--- config.mk ---
export PLATFORM = sky130hd
export DESIGN_NAME = schist_queue
export DESIGN_NICKNAME = d
export VERILOG_FILES = /design/src/hdl/segment_color_histogram_assert.svh /design/src/hdl/schist_pkg.sv /design/src/hdl/schist_queue.sv
export SDC_FILE = /design/constraint.sdc
export NUM_CORES = 1
export LEC_CHECK = 0
export BUFFER_PORTS_ARGS = -buffer_cell sky130_fd_sc_hd__buf_2
export CORE_UTILIZATION = 40
export CTS_BUF_LIST = sky130_fd_sc_hd__clkbuf_4 sky130_fd_sc_hd__clkbuf_8 sky130_fd_sc_hd__clkbuf_16
export DETAILED_ROUTE_END_ITERATION = 8
export GPL_ROUTABILITY_DRIVEN = 0
export GPL_TIMING_DRIVEN = 0
export PLACE_DENSITY = 0.64
export SLEW_MARGIN = 20
export SYNTH_ARGS = -nofsm -noshare
export SYNTH_HDL_FRONTEND = slang
export SYNTH_SLANG_ARGS = --single-unit
export TNS_END_PERCENT = 30
--- constraint.sdc ---
create_clock -name clk -period 1.9 [get_ports clk]
set_clock_uncertainty 0.2 [all_clocks]
set_input_delay 0.38 -clock clk [delete_from_list [all_inputs] [get_ports clk]]
set_output_delay 0.38 -clock clk [all_outputs]
set_load 0.02 [all_outputs]
--- src/hdl/segment_color_histogram_assert.svh ---
// Assertion macros for the segment colour histogram.
// Each macro takes a label, the clock, the active-low reset, an antecedent,
// a consequent and a message.
`ifndef SEGMENT_COLOR_HISTOGRAM_ASSERT_SVH
`define SEGMENT_COLOR_HISTOGRAM_ASSERT_SVH

`ifndef ASSERT_OFF
`define SCH_ASSERT_IMPL(label, clk, rst_n, ante, cons, msg) \
  label: assert property (@(posedge clk) disable iff (!rst_n) (ante) |-> (cons)) \
    else $error(msg);
`define SCH_ASSERT_NEXT(label, clk, rst_n, ante, cons, msg) \
  label: assert property (@(posedge clk) disable iff (!rst_n) (ante) |=> (cons)) \
    else $error(msg);
`else
`define SCH_ASSERT_IMPL(label, clk, rst_n, ante, cons, msg)
`define SCH_ASSERT_NEXT(label, clk, rst_n, ante, cons, msg)
`endif

`endif

--- src/hdl/schist_pkg.sv ---
package schist_pkg;

  localparam int MAX_SEGMENTS = 64;
  localparam int MAX_BINS     = 8;
  localparam int COUNT_BITS   = 20;

  // Port field widths
  localparam int SEG_W = 6;
  localparam int VAL_W = 8;
  localparam int BIN_W = 3;
  localparam int CFG_W = 4;

  localparam int SEG_BITS  = $clog2(MAX_SEGMENTS);
  localparam int BIN_BITS  = $clog2(MAX_BINS);
  localparam int ADDR_W    = SEG_BITS + 3 * BIN_BITS;
  localparam int MEM_DEPTH = 2 ** ADDR_W;
  localparam int PROD_W    = VAL_W + BIN_BITS;

  localparam logic [CFG_W-1:0]      BINS_RESET = CFG_W'(8);
  localparam logic [COUNT_BITS-1:0] COUNT_MAX  = '1;

  localparam int QUEUE_DEPTH = 4;
  localparam int QPTR_W      = $clog2(QUEUE_DEPTH);

  localparam logic CMD_ADD  = 1'b0;
  localparam logic CMD_READ = 1'b1;

  // Back-end operation classes
  typedef enum logic [1:0] {
    OP_ADD,
    OP_READ,
    OP_ZERO
  } op_t;

  typedef struct packed {
    op_t               op;
    logic [ADDR_W-1:0] addr;
  } job_t;

  typedef struct packed {
    logic clearing;
  } back_stat_t;

  // floor(v * bm1 / 255) by reciprocal: (p + (p >> 8) + 1) >> 8 is exact for p < 65535
  function automatic logic [BIN_BITS-1:0] quantize(logic [VAL_W-1:0] v,
                                                   logic [BIN_BITS-1:0] bm1);
    logic [PROD_W-1:0] p;
    logic [PROD_W:0]   s;
    p = PROD_W'(v) * PROD_W'(bm1);
    s = (PROD_W + 1)'(p) + (PROD_W + 1)'(p >> VAL_W) + (PROD_W + 1)'(1);
    return BIN_BITS'(s >> VAL_W);
  endfunction

endpackage

--- src/hdl/schist_queue.sv ---
module schist_queue (
  input  logic             clk,
  input  logic             rst_n,
  input  logic             push,
  input  schist_pkg::job_t push_job,
  input  logic             pop,
  output schist_pkg::job_t head_job,
  output logic             empty,
  output logic             full
);

  schist_pkg::job_t                entries_r [schist_pkg::QUEUE_DEPTH];
  logic [schist_pkg::QPTR_W-1:0]   wr_ptr_r, rd_ptr_r;
  logic [schist_pkg::QPTR_W:0]     count_r;

  assign empty    = count_r == '0;
  assign full     = count_r == (schist_pkg::QPTR_W + 1)'(schist_pkg::QUEUE_DEPTH);
  assign head_job = entries_r[rd_ptr_r];

  always_ff @(posedge clk) begin
    if (push) begin
      entries_r[wr_ptr_r] <= push_job;
    end
  end

  always_ff @(posedge clk) begin
    if (!rst_n) begin
      wr_ptr_r <= '0;
      rd_ptr_r <= '0;
      count_r  <= '0;
    end else begin
      if (push) begin
        wr_ptr_r <= wr_ptr_r + schist_pkg::QPTR_W'(1);
      end
      if (pop) begin
        rd_ptr_r <= rd_ptr_r + schist_pkg::QPTR_W'(1);
      end
      unique case ({push, pop})
        2'b10:   count_r <= count_r + (schist_pkg::QPTR_W + 1)'(1);
        2'b01:   count_r <= count_r - (schist_pkg::QPTR_W + 1)'(1);
        default: count_r <= count_r;
      endcase
    end
  end

endmodule

# Yosys cells after proc, flatten, opt, wreduce, memory -nomap -nowiden
# Memory sizes are Yosys's and may differ from the RTL's. A register that Yosys moved wholly into a read port is not among the register bits.
# Cells that the tools add are included.
dict set report totals {
  regBits 7
  mem_bits_rw 68
  in_bits 21
  output_inout_bits 19
  word_cells 18
  mem_count 1
}
dict set report op_classes {
  add_sub_neg 4
  eq_ne 3
  muxes 5
  reduce_logical 2
}
# name words word_bits read_ports rd_ports_with_merged_regs write_ports line
set memory_table {}
lappend memory_table {entries_r 4 17 1 1 1 schist_queue.sv:12} ;# schist_pkg::job_t entries_r [schist_pkg::QUEUE_DEPTH];
# operator n
set ops {}
lappend ops {{$pmux W3 S2} 1}
lappend ops {{$add A2 B1 Y2 const B} 2}
lappend ops {{$mux W2} 2}
lappend ops {{$add A3 B1 Y3 const B} 1}
lappend ops {{$eq A3 B3 Y1 const B} 1}
lappend ops {{$logic_not A3 Y1} 1}
lappend ops {{$sub A3 B1 Y3 const B} 1}
lappend ops {{$eq A2 B1 Y1 const B} 1}
lappend ops {{$eq A2 B2 Y1 const B} 1}
lappend ops {{$mux W1} 2}
lappend ops {{$reduce_bool A2 Y1} 1}

# Logic depth before layout (Yosys ltp)
dict set report depth {
  ltp_word 3
  mapped_depth 7
  mapped_depth_nobuf 7
}

# Worst setup path after synthesis
# Ideal clock, no wire load.
dict set report synth_timing {
  path_type {input-to-reg}
  start {input push}
  end {register count_r[2] in the netlist's numbering}
  setup_time_ns 0.076
  arrival_ns 1.570
  t_required_ns 1.624
  path_slack_ns 0.055
  stages 7
  n_path_buf 0
  cell_sequence {inv_1 ha_1 inv_1 fa_1 xor2_1 or3_1 a21boi_0}
}
dict set report synth_between {
  elab_chain_cells 2
  word_cells_on_any_way 4
  classes_between {eq/ne: 2; mux: 1; reduce/logical: 1}
}
# element line
set synth_rtl {}
lappend synth_rtl {{start, declared} schist_queue.sv:4} ;# input logic push,
lappend synth_rtl {{$eq A2 B1 Y1 or $eq A2 B2 Y1 (tied branches)} schist_queue.sv:38} ;# unique case ({push, pop})
lappend synth_rtl {{$pmux W3 S2 or $reduce_bool A2 Y1 (tied branches)} -}
lappend synth_rtl {{end signal, assigned} schist_queue.sv:39} ;# 2'b10: count_r <= count_r + (schist_pkg::QPTR_W + 1)'(1);
lappend synth_rtl {{end signal, assigned} schist_queue.sv:40} ;# 2'b01: count_r <= count_r - (schist_pkg::QPTR_W + 1)'(1);
lappend synth_rtl {{end signal, assigned} schist_queue.sv:41} ;# default: count_r <= count_r;
lappend synth_rtl {{end, declared} schist_queue.sv:14} ;# logic [schist_pkg::QPTR_W:0] count_r;
# Parallel ways exist; a longest one is shown, timed or not.
# A chain may end at the register's enable or synchronous reset.

==> impl_metrics.json <==
{
  "outcome": "finished with violations",
  "violations": "negative setup slack",
  "ys_top_cells_by_area": "edfxtp_1, mux4_2, mux4_1",
  "clkSinkCount": 77,
  "leakagePower_nw": 1.29,
  "synth_common_cells": "edfxtp_1, and2_1, mux4_2",
  "grt-ovfl-total": 0,
  "ir_worst_vdd_v": 0.000475,
  "power_mw": 3.95,
  "synth.most_common_cell": "edfxtp_1",
  "die_w_um": 87.8,
  "htreeDepth": 3,
  "std_cell_rows": 30,
  "slowest_delay_ns": 0.50,
  "hold_viol_final": 0,
  "port_buffers": 39,
  "hold_path.class": "in2reg",
  "start_util": 0.424,
  "ys_ff_latch": 77,
  "num-fill-cells": 539,
  "hpwl_um": 3060,
  "synth_seq_area_share": 0.755,
  "fin_crit_sh": 1.16,
  "synth-xor-area-share": 0.0149,
  "synth_top_cell_by_area": "edfxtp_1",
  "syn_area_um2": 2940,
  "async_flop_share": 0,
  "p_per_area_nw_per_um2": 1080,
  "rsz0062_at_grt": "yes",
  "fmax_mhz": 453,
  "final_cells": 291,
  "drt_iter0_drc": 56,
  "viasPerCell": 4.76,
  "dr.pass1.iters": 4,
  "syn_avg_cell_area_um2": 21.8,
  "dr_total_vias": 1385,
  "seqCellArea_um2": 2220,
  "clkSlewWorstSetupHoldPaths_ns": 0.08,
  "synth_ff_type": "edfxtp_1",
  "synthSimpleGateAreaFrac": 0.0319,
  "syn2layout_area_growth_pct": 24.2,
  "io_pins": 40,
  "cts_buffer_depth": 2,
  "grt_pass1_vias": 1452,
  "setup_slack_ns": -0.307,
  "worst_hold_slack_ns": 0.0413,
  "critPathLaunchType": "flip-flop",
  "arrival_ns": 1.63,
  "yosys_warnings": 0,
  "drcViolationCount": 0,
  "relSlewSlack": 0.657,
  "drv_slew": 0,
  "antenna_found_initial": 0,
  "place_inst": 270,
  "clkLatencyLatePin_ns": 0.34,
  "synth_edf_count": 68,
  "critical_path.max_fanout": 6,
  "track_usage": 0.136,
  "tns_ns": -4.77,
  "finalNetCount": 217,
  "cts_buffers": 9,
  "synth_top_family_by_area": "multiplexers",
  "drive_above_1_share": 0.431,
  "synth_top_area_frac": 0.694,
  "synth-adder-area-share": 0.0281,
  "synth.area.mux_share": 0.142,
  "ys_types": 21,
  "setup.worst_path.end_class": "primary output",
  "cts_root_buffer": "clkbuf_8",
  "cp_common_cell": "buf_6",
  "synth_cells": 135,
  "maxCapViolCount": 0,
  "cts_tree": "built",
  "grt_pass1_wl_um": 7160,
  "multi_input_area_um2": 636,
  "crit_type": "reg2out",
  "cpMaxStageDelayCell": "mux4_2",
  "core_area_um2": 6940,
  "cp_cell_sequence": "buf_6, clkbuf_16, mux4_2, buf_6",
  "post_drt_wl_per_cell_um": 16.4,
  "wl_um": 4790,
  "fp.dieArea_um2": 7700,
  "grt_start_max_net_pins": 18,
  "fin_crit_ns": 2.21,
  "die_h_um": 87.8,
  "postCtsHoldBufs": 0,
  "ant_nets": 0,
  "synth_compound_area_frac": 0.00595,
  "required_ns": 1.32,
  "reg2reg_slack_ns": 0.12,
  "setup_viol": 17,
  "synth_fp_nets": 162,
  "n_antenna_cell": 0,
  "worst_pin_slew_ns": 0.515
}
==> placed cells by master (no fill, tap or decap), types with 3 or more instances in the layout <==
master and count:
mux4_2 17, dfxtp_1 8, and2_1 6, xor2_1 3, edfxtp_1 68, ha_1 5
inv_1 6, buf_6 19, buf_4 3, buf_2 23, bufinv_16 3, and2_2 4
clkbuf_8 9
==> worst max-delay path, delay by kind of cell, from the launching register on <==
kind                   cells  cell delay (ns)
flip-flops                 1             0.33
buffers and inverters      3             0.45
multiplexers               1             0.50
==> kinds of logic (layout without fill, tap and decap cells) <==
logic type | Yosys count | count (layout)
compound gates | 3 | 3
xor+xnor | 5 | 5
fa+ha+maj | 6 | 6
buf+inv | 10 | 70
flops | 77 | 77
mux | 18 | 18
simple gates | 16 | 16
==> worst paths after layout <==
| kind | from | endpoint | cells past startpoint |
|---|---|---|---|
| setup reg to reg | count_r[0] | count_r[2] | 5 |
| hold reg to reg | count_r[2] | count_r[2] | 2 |
| hold / removal | push_job[13] | entries_r[1][13] | 1 |
| setup / recovery | flip-flop | head_job[15] | 4 |
==> flip-flops by register name, indices dropped and copies added, names as in the netlist, named ones only <==
| register | flops |
|---|---|
| entries_r | 68 |
| count_r | 3 |
| rd_ptr_r | 2 |
| wr_ptr_r | 2 |
==> per-layer routing <==
layer | up-vias | track usage | routed length, µm
met5 | - | 0 | 0
met3 | 13 | 0.0330 | 137
met1 | 699 | 0.152 | 1990
met2 | 30 | 0.227 | 2530
met4 | 0 | 0.101 | 134
li1 | 643 | - | -
==> final cells by class <==
| type | instances | area share |
|---|---|---|
| Tap cell | 96 | 0.0329 |
| Clock inverter | 7 | 0.0311 |
| Clock buffer | 9 | 0.0339 |
| Multi-Input combinational cell | 48 | 0.174 |
| Timing Repair Buffer | 44 | 0.101 |
| Sequential cell | 77 | 0.608 |
| Buffer | 4 | 0.0130 |
| Inverter | 6 | 0.00616 |
==> through the flow <==
stage,worst slack (ns),utilization,cell area (µm²)
4_1_cts,-0.354,0.513,3560
3_5_place_dp,-0.214,0.469,3260
5_1_grt,-0.370,0.526,3660
6_report,-0.307,0.526,3660
2_1_floorplan,0.0547,-,2940
3_3_place_gp,-0.140,0.469,3260
==> power breakdown <==
group          switching, mW  internal [mW]
Sequential            0.0300           1.93
Combinational          0.266          0.282
Clock                  0.577          0.865
Total                  0.873           3.08
==> timing repair <==
item,4_1_cts,5_1_grt
setup endpoints to repair,70,17
buffers inserted,4,0
cloned,0,1
gates resized for setup,27,21
No activity file was read; power rests on OpenSTA's default activity.
