==> config.mk <==
export PLATFORM = sky130hd
export DESIGN_NAME = schist_front_flat
export DESIGN_NICKNAME = d
export VERILOG_FILES = /design/src/hdl/segment_color_histogram_assert.svh /design/src/hdl/schist_pkg.sv /design/src/hdl/schist_if.sv /design/src/hdl/schist_front.sv /design/src/flat_wrapper.sv
export SDC_FILE = /design/constraint.sdc
export NUM_CORES = 1
export LEC_CHECK = 0
export BUFFER_PORTS_ARGS = -buffer_cell sky130_fd_sc_hd__buf_4
export CAP_MARGIN = 0
export CORE_ASPECT_RATIO = 0.9
export CORE_MARGIN = 10
export CORE_UTILIZATION = 52
export DETAILED_ROUTE_END_ITERATION = 8
export PLACE_DENSITY = 0.79
export RECOVER_POWER = 50
export SLEW_MARGIN = 20
export SYNTH_ARGS = -nofsm -noshare
export SYNTH_HDL_FRONTEND = slang
export SYNTH_SLANG_ARGS = --single-unit
==> constraint.sdc <==
create_clock -name clk -period 6.17 [get_ports clk]
set_input_delay 0.3085 -clock clk [delete_from_list [all_inputs] [get_ports clk]]
set_output_delay 0.3085 -clock clk [all_outputs]
set_load 0.01 [all_outputs]
==> src/hdl/segment_color_histogram_assert.svh <==
// Assertion macros for the segment colour histogram.
// Each macro takes a label, the clock, the active-low reset, an antecedent,
// a consequent and a message.
`ifndef SEGMENT_COLOR_HISTOGRAM_ASSERT_SVH
`define SEGMENT_COLOR_HISTOGRAM_ASSERT_SVH

`ifndef ASSERT_OFF
`define SCH_ASSERT_IMPL(label, clk, rst_n, ante, cons, msg) \
  label: assert property (@(posedge clk) disable iff (!rst_n) (ante) |-> (cons)) \
    else $error(msg);
`define SCH_ASSERT_NEXT(label, clk, rst_n, ante, cons, msg) \
  label: assert property (@(posedge clk) disable iff (!rst_n) (ante) |=> (cons)) \
    else $error(msg);
`else
`define SCH_ASSERT_IMPL(label, clk, rst_n, ante, cons, msg)
`define SCH_ASSERT_NEXT(label, clk, rst_n, ante, cons, msg)
`endif

`endif

==> src/hdl/schist_pkg.sv <==
package schist_pkg;

  localparam int MAX_SEGMENTS = 64;
  localparam int MAX_BINS     = 8;
  localparam int COUNT_BITS   = 20;

  // Port field widths
  localparam int SEG_W = 6;
  localparam int VAL_W = 8;
  localparam int BIN_W = 3;
  localparam int CFG_W = 4;

  localparam int SEG_BITS  = $clog2(MAX_SEGMENTS);
  localparam int BIN_BITS  = $clog2(MAX_BINS);
  localparam int ADDR_W    = SEG_BITS + 3 * BIN_BITS;
  localparam int MEM_DEPTH = 2 ** ADDR_W;
  localparam int PROD_W    = VAL_W + BIN_BITS;

  localparam logic [CFG_W-1:0]      BINS_RESET = CFG_W'(8);
  localparam logic [COUNT_BITS-1:0] COUNT_MAX  = '1;

  localparam int QUEUE_DEPTH = 4;
  localparam int QPTR_W      = $clog2(QUEUE_DEPTH);

  localparam logic CMD_ADD  = 1'b0;
  localparam logic CMD_READ = 1'b1;

  // Back-end operation classes
  typedef enum logic [1:0] {
    OP_ADD,
    OP_READ,
    OP_ZERO
  } op_t;

  typedef struct packed {
    op_t               op;
    logic [ADDR_W-1:0] addr;
  } job_t;

  typedef struct packed {
    logic clearing;
  } back_stat_t;

  // floor(v * bm1 / 255) by reciprocal: (p + (p >> 8) + 1) >> 8 is exact for p < 65535
  function automatic logic [BIN_BITS-1:0] quantize(logic [VAL_W-1:0] v,
                                                   logic [BIN_BITS-1:0] bm1);
    logic [PROD_W-1:0] p;
    logic [PROD_W:0]   s;
    p = PROD_W'(v) * PROD_W'(bm1);
    s = (PROD_W + 1)'(p) + (PROD_W + 1)'(p >> VAL_W) + (PROD_W + 1)'(1);
    return BIN_BITS'(s >> VAL_W);
  endfunction

endpackage

==> src/hdl/schist_if.sv <==
interface schist_pix_if;
  logic                         valid;
  logic                         ready;
  logic                         command;
  logic [schist_pkg::SEG_W-1:0] segment;
  logic [schist_pkg::VAL_W-1:0] red;
  logic [schist_pkg::VAL_W-1:0] green;
  logic [schist_pkg::VAL_W-1:0] blue;
  logic [schist_pkg::BIN_W-1:0] red_bin;
  logic [schist_pkg::BIN_W-1:0] green_bin;
  logic [schist_pkg::BIN_W-1:0] blue_bin;

  modport source (output valid, command, segment, red, green, blue,
                  red_bin, green_bin, blue_bin, input ready);
  modport sink   (input valid, command, segment, red, green, blue,
                  red_bin, green_bin, blue_bin, output ready);
endinterface


interface schist_cfg_if;
  logic                         valid;
  logic                         ready;
  logic [schist_pkg::CFG_W-1:0] data;

  modport source (output valid, data, input ready);
  modport sink   (input valid, data, output ready);
endinterface

==> src/hdl/schist_front.sv <==
module schist_front (
  input  logic                   clk,
  input  logic                   rst_n,
  schist_pix_if.sink             in_ch,
  schist_cfg_if.sink             cfg_ch,
  input  schist_pkg::back_stat_t stat,
  input  logic                   q_full,
  output logic                   q_push,
  output schist_pkg::job_t       q_job
);

  logic [schist_pkg::CFG_W-1:0]    bins_r;
  logic [schist_pkg::CFG_W-1:0]    eff_bins;
  logic [schist_pkg::BIN_BITS-1:0] bm1;
  logic [schist_pkg::BIN_BITS-1:0] rq, gq, bq;
  logic [schist_pkg::SEG_BITS-1:0] seg;
  logic                            seg_ok, idx_ok, accept;

  assign cfg_ch.ready = 1'b1;

  always_ff @(posedge clk) begin
    if (!rst_n) begin
      bins_r <= schist_pkg::BINS_RESET;
    end else if (cfg_ch.valid) begin
      bins_r <= cfg_ch.data;
    end
  end

  always_comb begin
    // clamp the bin setting to one .. MAX_BINS
    priority if (bins_r == '0) begin
      eff_bins = schist_pkg::CFG_W'(1);
    end else if (int'(bins_r) > schist_pkg::MAX_BINS) begin
      eff_bins = schist_pkg::CFG_W'(schist_pkg::MAX_BINS);
    end else begin
      eff_bins = bins_r;
    end
    bm1 = schist_pkg::BIN_BITS'(eff_bins - schist_pkg::CFG_W'(1));

    rq  = schist_pkg::quantize(in_ch.red, bm1);
    gq  = schist_pkg::quantize(in_ch.green, bm1);
    bq  = schist_pkg::quantize(in_ch.blue, bm1);
    seg = schist_pkg::SEG_BITS'(in_ch.segment);

    seg_ok = int'(in_ch.segment) < schist_pkg::MAX_SEGMENTS;
    idx_ok = (int'(in_ch.red_bin) < schist_pkg::MAX_BINS) &&
             (int'(in_ch.green_bin) < schist_pkg::MAX_BINS) &&
             (int'(in_ch.blue_bin) < schist_pkg::MAX_BINS);

    in_ch.ready = !q_full && !stat.clearing;
    accept      = in_ch.valid && in_ch.ready;

    // drop adds to a segment out of range; reads always give a result
    q_push = accept && (in_ch.command == schist_pkg::CMD_READ || seg_ok);

    if (in_ch.command == schist_pkg::CMD_ADD) begin
      q_job.op   = schist_pkg::OP_ADD;
      q_job.addr = {seg, rq, gq, bq};
    end else begin
      q_job.op   = (seg_ok && idx_ok) ? schist_pkg::OP_READ : schist_pkg::OP_ZERO;
      q_job.addr = {seg, schist_pkg::BIN_BITS'(in_ch.red_bin),
                    schist_pkg::BIN_BITS'(in_ch.green_bin),
                    schist_pkg::BIN_BITS'(in_ch.blue_bin)};
    end
  end

endmodule

==> src/flat_wrapper.sv <==
// flat-port wrapper written by rule: the top's interface ports become plain ports
module schist_front_flat 
  (clk, rst_n, stat, q_full, q_push, q_job, in_ch_valid, in_ch_command, in_ch_segment, in_ch_red, in_ch_green, in_ch_blue, in_ch_red_bin, in_ch_green_bin, in_ch_blue_bin, in_ch_ready, cfg_ch_valid, cfg_ch_data, cfg_ch_ready);
  schist_pix_if in_ch_i ();
  schist_cfg_if cfg_ch_i ();
  input  logic clk;
  input  logic rst_n;
  input  schist_pkg::back_stat_t stat;
  input  logic q_full;
  output logic q_push;
  output schist_pkg::job_t q_job;
  input wire logic [$bits(in_ch_i.valid)-1:0] in_ch_valid;
  input wire logic [$bits(in_ch_i.command)-1:0] in_ch_command;
  input wire logic [$bits(in_ch_i.segment)-1:0] in_ch_segment;
  input wire logic [$bits(in_ch_i.red)-1:0] in_ch_red;
  input wire logic [$bits(in_ch_i.green)-1:0] in_ch_green;
  input wire logic [$bits(in_ch_i.blue)-1:0] in_ch_blue;
  input wire logic [$bits(in_ch_i.red_bin)-1:0] in_ch_red_bin;
  input wire logic [$bits(in_ch_i.green_bin)-1:0] in_ch_green_bin;
  input wire logic [$bits(in_ch_i.blue_bin)-1:0] in_ch_blue_bin;
  output wire logic [$bits(in_ch_i.ready)-1:0] in_ch_ready;
  input wire logic [$bits(cfg_ch_i.valid)-1:0] cfg_ch_valid;
  input wire logic [$bits(cfg_ch_i.data)-1:0] cfg_ch_data;
  output wire logic [$bits(cfg_ch_i.ready)-1:0] cfg_ch_ready;
  assign in_ch_i.valid = in_ch_valid;
  assign in_ch_i.command = in_ch_command;
  assign in_ch_i.segment = in_ch_segment;
  assign in_ch_i.red = in_ch_red;
  assign in_ch_i.green = in_ch_green;
  assign in_ch_i.blue = in_ch_blue;
  assign in_ch_i.red_bin = in_ch_red_bin;
  assign in_ch_i.green_bin = in_ch_green_bin;
  assign in_ch_i.blue_bin = in_ch_blue_bin;
  assign in_ch_ready = in_ch_i.ready;
  assign cfg_ch_i.valid = cfg_ch_valid;
  assign cfg_ch_i.data = cfg_ch_data;
  assign cfg_ch_ready = cfg_ch_i.ready;
  schist_front u_core (.clk(clk), .rst_n(rst_n), .in_ch(in_ch_i), .cfg_ch(cfg_ch_i), .stat(stat), .q_full(q_full), .q_push(q_push), .q_job(q_job));
endmodule
# After elaboration in Yosys (flattened, before gate mapping)
# Index checks and enable logic that the tools add are counted.
totals:
  regBits: 4
  word_cells: 20
  output_inout_bits: 20
  input_bits: 50
classes:
  reduce_logical: 5
  n_mux: 3
  n_lt_le_gt_ge: 1
  n_mul: 3
  add_sub_neg: 7
op_table:
  columns: ["op", "count"]
  rows:
  - ["$add 11x1->11 const B", 3]
  - ["$add 11x3->11", 3]
  - ["$mul 8x3->11", 3]
  - ["$mux 16", 1]
  - ["$mux 3", 2]
  - ["$gt 4x4->1 const B", 1]
  - ["$logic_not 4->1", 1]
  - ["$sub 3x1->3 const B", 1]
  - ["$logic_and 1x1->1", 2]
  - ["$logic_not 1->1", 2]

# Logic depth before layout (Yosys ltp)
logic_depth:
  depth_word: 8
  depth_mapped: 26
  depth_no_buf: 24

# Least setup slack after synthesis
# Ideal clock, no wire load.
synth_path:
  path_kind: "reg-to-output"
  from: "reg u_core.bins_r[2] (netlist bit)"
  to: "out q_job[8] (netlist bit)"
  arrival_ps: 5015
  path_stages_with_launch: 25
  n_path_buf: 2
  required_time_ps: 5861
  slack_ps: 846
  path_cell_list: "dfxtp_1 > nor2_1 > o21bai_1 > clkbuf_1 > ha_1 > xnor2_1 > clkbuf_1 > nand2_1 > fa_1 > inv_1 > ha_1 > inv_1 > fa_1 > nor2b_1 > o211ai_1 > a31oi_1 > o21a_1 > nor2_1 > inv_1 > ha_1 > a21oi_1 > a311oi_1 > nand4_1 > o31a_2 > o31ai_1"
synth_rtl:
  columns: ["element", "line", "rtl"]
  rows:
  - ["from (decl)", "schist_front.sv:12", "logic [schist_pkg::CFG_W-1:0] bins_r;"]
  - ["from (signal assigned)", "schist_front.sv:23", "bins_r <= schist_pkg::BINS_RESET;"]
  - ["from (signal assigned)", "schist_front.sv:25", "bins_r <= cfg_ch.data;"]
  - ["to (decl)", "flat_wrapper.sv:11", "output schist_pkg::job_t q_job;"]

==> impl_metrics.env <==
export IMPL_syn_nets=475
export IMPL_yosys_top_cells_count="52 x nand2_1, 47 x inv_1, 34 x ha_1, 24 x nand2b_1, 22 x nor2_1"
export IMPL_antenna_left=0
export IMPL_first_pass_iters=4
export IMPL_num_rows=24
export IMPL_placed_cells_incl_taps=474
export IMPL_largest_reg_flops=4
export IMPL_cp_start_kind="flip-flop"
export IMPL_groute_usage_overall_pct=15.1
export IMPL_die_area_um2=8430
export IMPL_grt_pass1_wl_mm=10.9
export IMPL_worst_pin_slew_ns=0.663
export IMPL_endpoint_kind="primary output"
export IMPL_grt_max_degree=26
export IMPL_fin_cells=477
export IMPL_drc=0
export IMPL_place_gp_congestion=0.847
export IMPL_hpwl_mm=5.57
export IMPL_cts_resized=0
export IMPL_netlist_area_um2=2680
export IMPL_fin_ws_ns=0.733
export IMPL_final_area_um2=3130
export IMPL_yosysSeqAreaShare_pct=2.99
export IMPL_ys_types=62
export IMPL_critPathRequiredTime_ns=5.86
export IMPL_synth_area_per_cell_um2=7.24
export IMPL_rsz0062_at_grt="no"
export IMPL_cp_arrival_ns=5.13
export IMPL_synth_cells=370
export IMPL_slew_violations=0
export IMPL_setup_tns_ns=0
export IMPL_reg_largest_list="u_core.bins_r x4"
export IMPL_drt_iter0_markers=74
export IMPL_vias_per_cell=5.44
export IMPL_path_class="reg -> out"
export IMPL_critical_path_max_stage_delay_ns=0.53
export IMPL_regMostFlops="u_core.bins_r"
export IMPL_setup_violations=0
export IMPL_outcome="finished clean"
export IMPL_yosys_top_cells_area="ha_1 16%, fa_1 16%, nand2_1 7.3%"
export IMPL_clock_sinks=4
export IMPL_place_ws_ns=0.979
export IMPL_fillers=474
export IMPL_nets=519
export IMPL_die_h_um=88.1
export IMPL_clkLatencyLatePin_ns=0.21
export IMPL_io_pins=70
export IMPL_fp_coreArea_um2=4920
export IMPL_drv_cap=0
export IMPL_p_leak_nw=1.60
export IMPL_start_util_pct=54.4
export IMPL_critPathSlowestCell="fa_1"
export IMPL_final_hold_violation_count=0
export IMPL_fmax_ghz=0.184
export IMPL_fin_crit_sh_pct=88.1
export IMPL_synth_most_common_cell="nand2_1"
export IMPL_vdd_drop_max_uv=105
export IMPL_cts_buffers=3
export IMPL_diodes=0
export IMPL_area_growth_syn_to_layout_pct=16.7
export IMPL_path_cells="nor2_1 > o21bai_2 > ha_1 > xnor2_2 > buf_4 > nand2_1 > fa_1 > inv_1 > ha_1 > nor2b_1 > o211ai_1 > a31oi_1 > o21a_1 > nor2_1 > inv_1 > ha_1 > a21oi_1 > a311oi_1 > nand4_1 > o31a_2 > o31ai_1 > buf_4"
export IMPL_synth_top_area_share_pct=15.9
export IMPL_port_buffers=55
export IMPL_wl_per_cell_um=13.6
export IMPL_vias=2595
export IMPL_clockRootBuffer="clkbuf_8"
export IMPL_holdWs_ns=0.282
export IMPL_postCtsSetupBuffers=0
export IMPL_final_layout_size_suffix_gt1_share_pct=17.2
export IMPL_cts_tree="yes"
export IMPL_p_per_area_nw_per_um2=216
export IMPL_cts_hold_buf=0
export IMPL_worst_path_most_repeated_cell="ha_1"
export IMPL_synth_main_ff_cell="dfxtp_1"
export IMPL_first_global_vias=2542
export IMPL_synth_edf_count=0
export IMPL_yosys_register_bits=4
export IMPL_netlist_top_cell_by_area="ha_1"
export IMPL_hold_class="in -> reg"
export IMPL_clockBufferDepth=2
export IMPL_placed_area_um2=3090
export IMPL_total_power_mw=0.675
export IMPL_path_max_fanout=10
export IMPL_fin_skew_ns=0
export IMPL_htree_levels=1
export IMPL_die_width_um=95.7
export IMPL_period_minus_slack_ns=5.44
export IMPL_clk_pin_slew_worst_paths_ns=0.03
export IMPL_post_route_util_pct=63.5
export IMPL_synthArstFlopShare_pct=0
export IMPL_antenna_found_initial=0
export IMPL_ys_warn_count=0
export IMPL_gr_total_overflow=0
export IMPL_timing_max_slew_rel_slack_pct=55.8
export IMPL_wirelength_mm=6.49
[final cells by class]
type	count	area [um2]	share of cell area, %
Sequential cell	4	80.1	2.56
Multi-Input combinational cell	300	2320	74.1
Timing Repair Buffer	58	432	13.8
Clock buffer	3	41.3	1.32
Inverter	47	176	5.64
Tap cell	65	81.3	2.60
[placed cells by master (no fill, tap or decap), drive strengths merged, types with 5 or more instances in the layout]
cell	Yosys	routed
nor2b	14	14
nor2	22	22
mux2i	6	6
nand2b	24	24
ha	34	34
buf	10	57
fa	21	21
xnor2	8	8
nand2	52	52
a21oi	18	18
and2	10	10
inv	47	47
xor2	5	5
o21ai	13	13
nor3	8	8
[worst paths after layout]
check | start | endpoint | slack (ns) | cells after the start
min reg2reg | u_core.bins_r[3]$_SDFFE_PN1P_ | u_core.bins_r[3]$_SDFFE_PN1P_ | 0.52 | 2
min | rst_n | u_core.bins_r[3]$_SDFFE_PN1P_ | 0.28 | 2
max reg2reg | u_core.bins_r[0]$_SDFFE_PN0P_ | u_core.bins_r[0]$_SDFFE_PN0P_ | 5.52 | 2
max | u_core.bins_r[2]$_SDFFE_PN0P_ | q_job[8] | 0.73 | 22
[per-layer routing]
metal | vias to the layer above | GRT usage, % | share of wire, %
met4 | 0 | 2.95 | 0.86
met2 | 43 | 27.7 | 51
li1 | 1334 | - | -
met3 | 6 | 1.45 | 4.4
met1 | 1212 | 18.5 | 44
met5 | - | 0 | 0
[cell families (layout without fill, tap and decap cells)]
| family | count (synthesis) | after routing | share of synthesized area, % |
|---|---|---|---|
| other | 2 | 2 | 0.280 |
| multiplexers | 7 | 7 | 2.66 |
| AO/OA/AOI/OAI | 70 | 70 | 18.3 |
| adder cells (fa/ha/maj) | 55 | 55 | 31.6 |
| flip-flops | 4 | 4 | 2.99 |
| AND/OR/NAND/NOR | 153 | 153 | 29.0 |
| buffers and inverters | 66 | 108 | 11.0 |
| XOR/XNOR | 13 | 13 | 4.25 |
[power breakdown]
group	switching (mW)	leakage [nW]	internal, mW
registers	0.00116	0.0331	0.0276
logic	0.329	1.54	0.262
clock network	0.0138	0.0216	0.0416
total	0.344	1.60	0.331
[critical path, delay by kind of cell (launching register included)]
family                     cells  cell delay, ns
AOI/OAI and AO/OA              8            1.48
xor gates and xnor gates       1            0.40
adders and majority gates      4            1.38
buffers and inverters          4            0.51
DFF                            1            0.31
and+or+nand+nor                5            0.82
(Power assumes the default switching activity.)
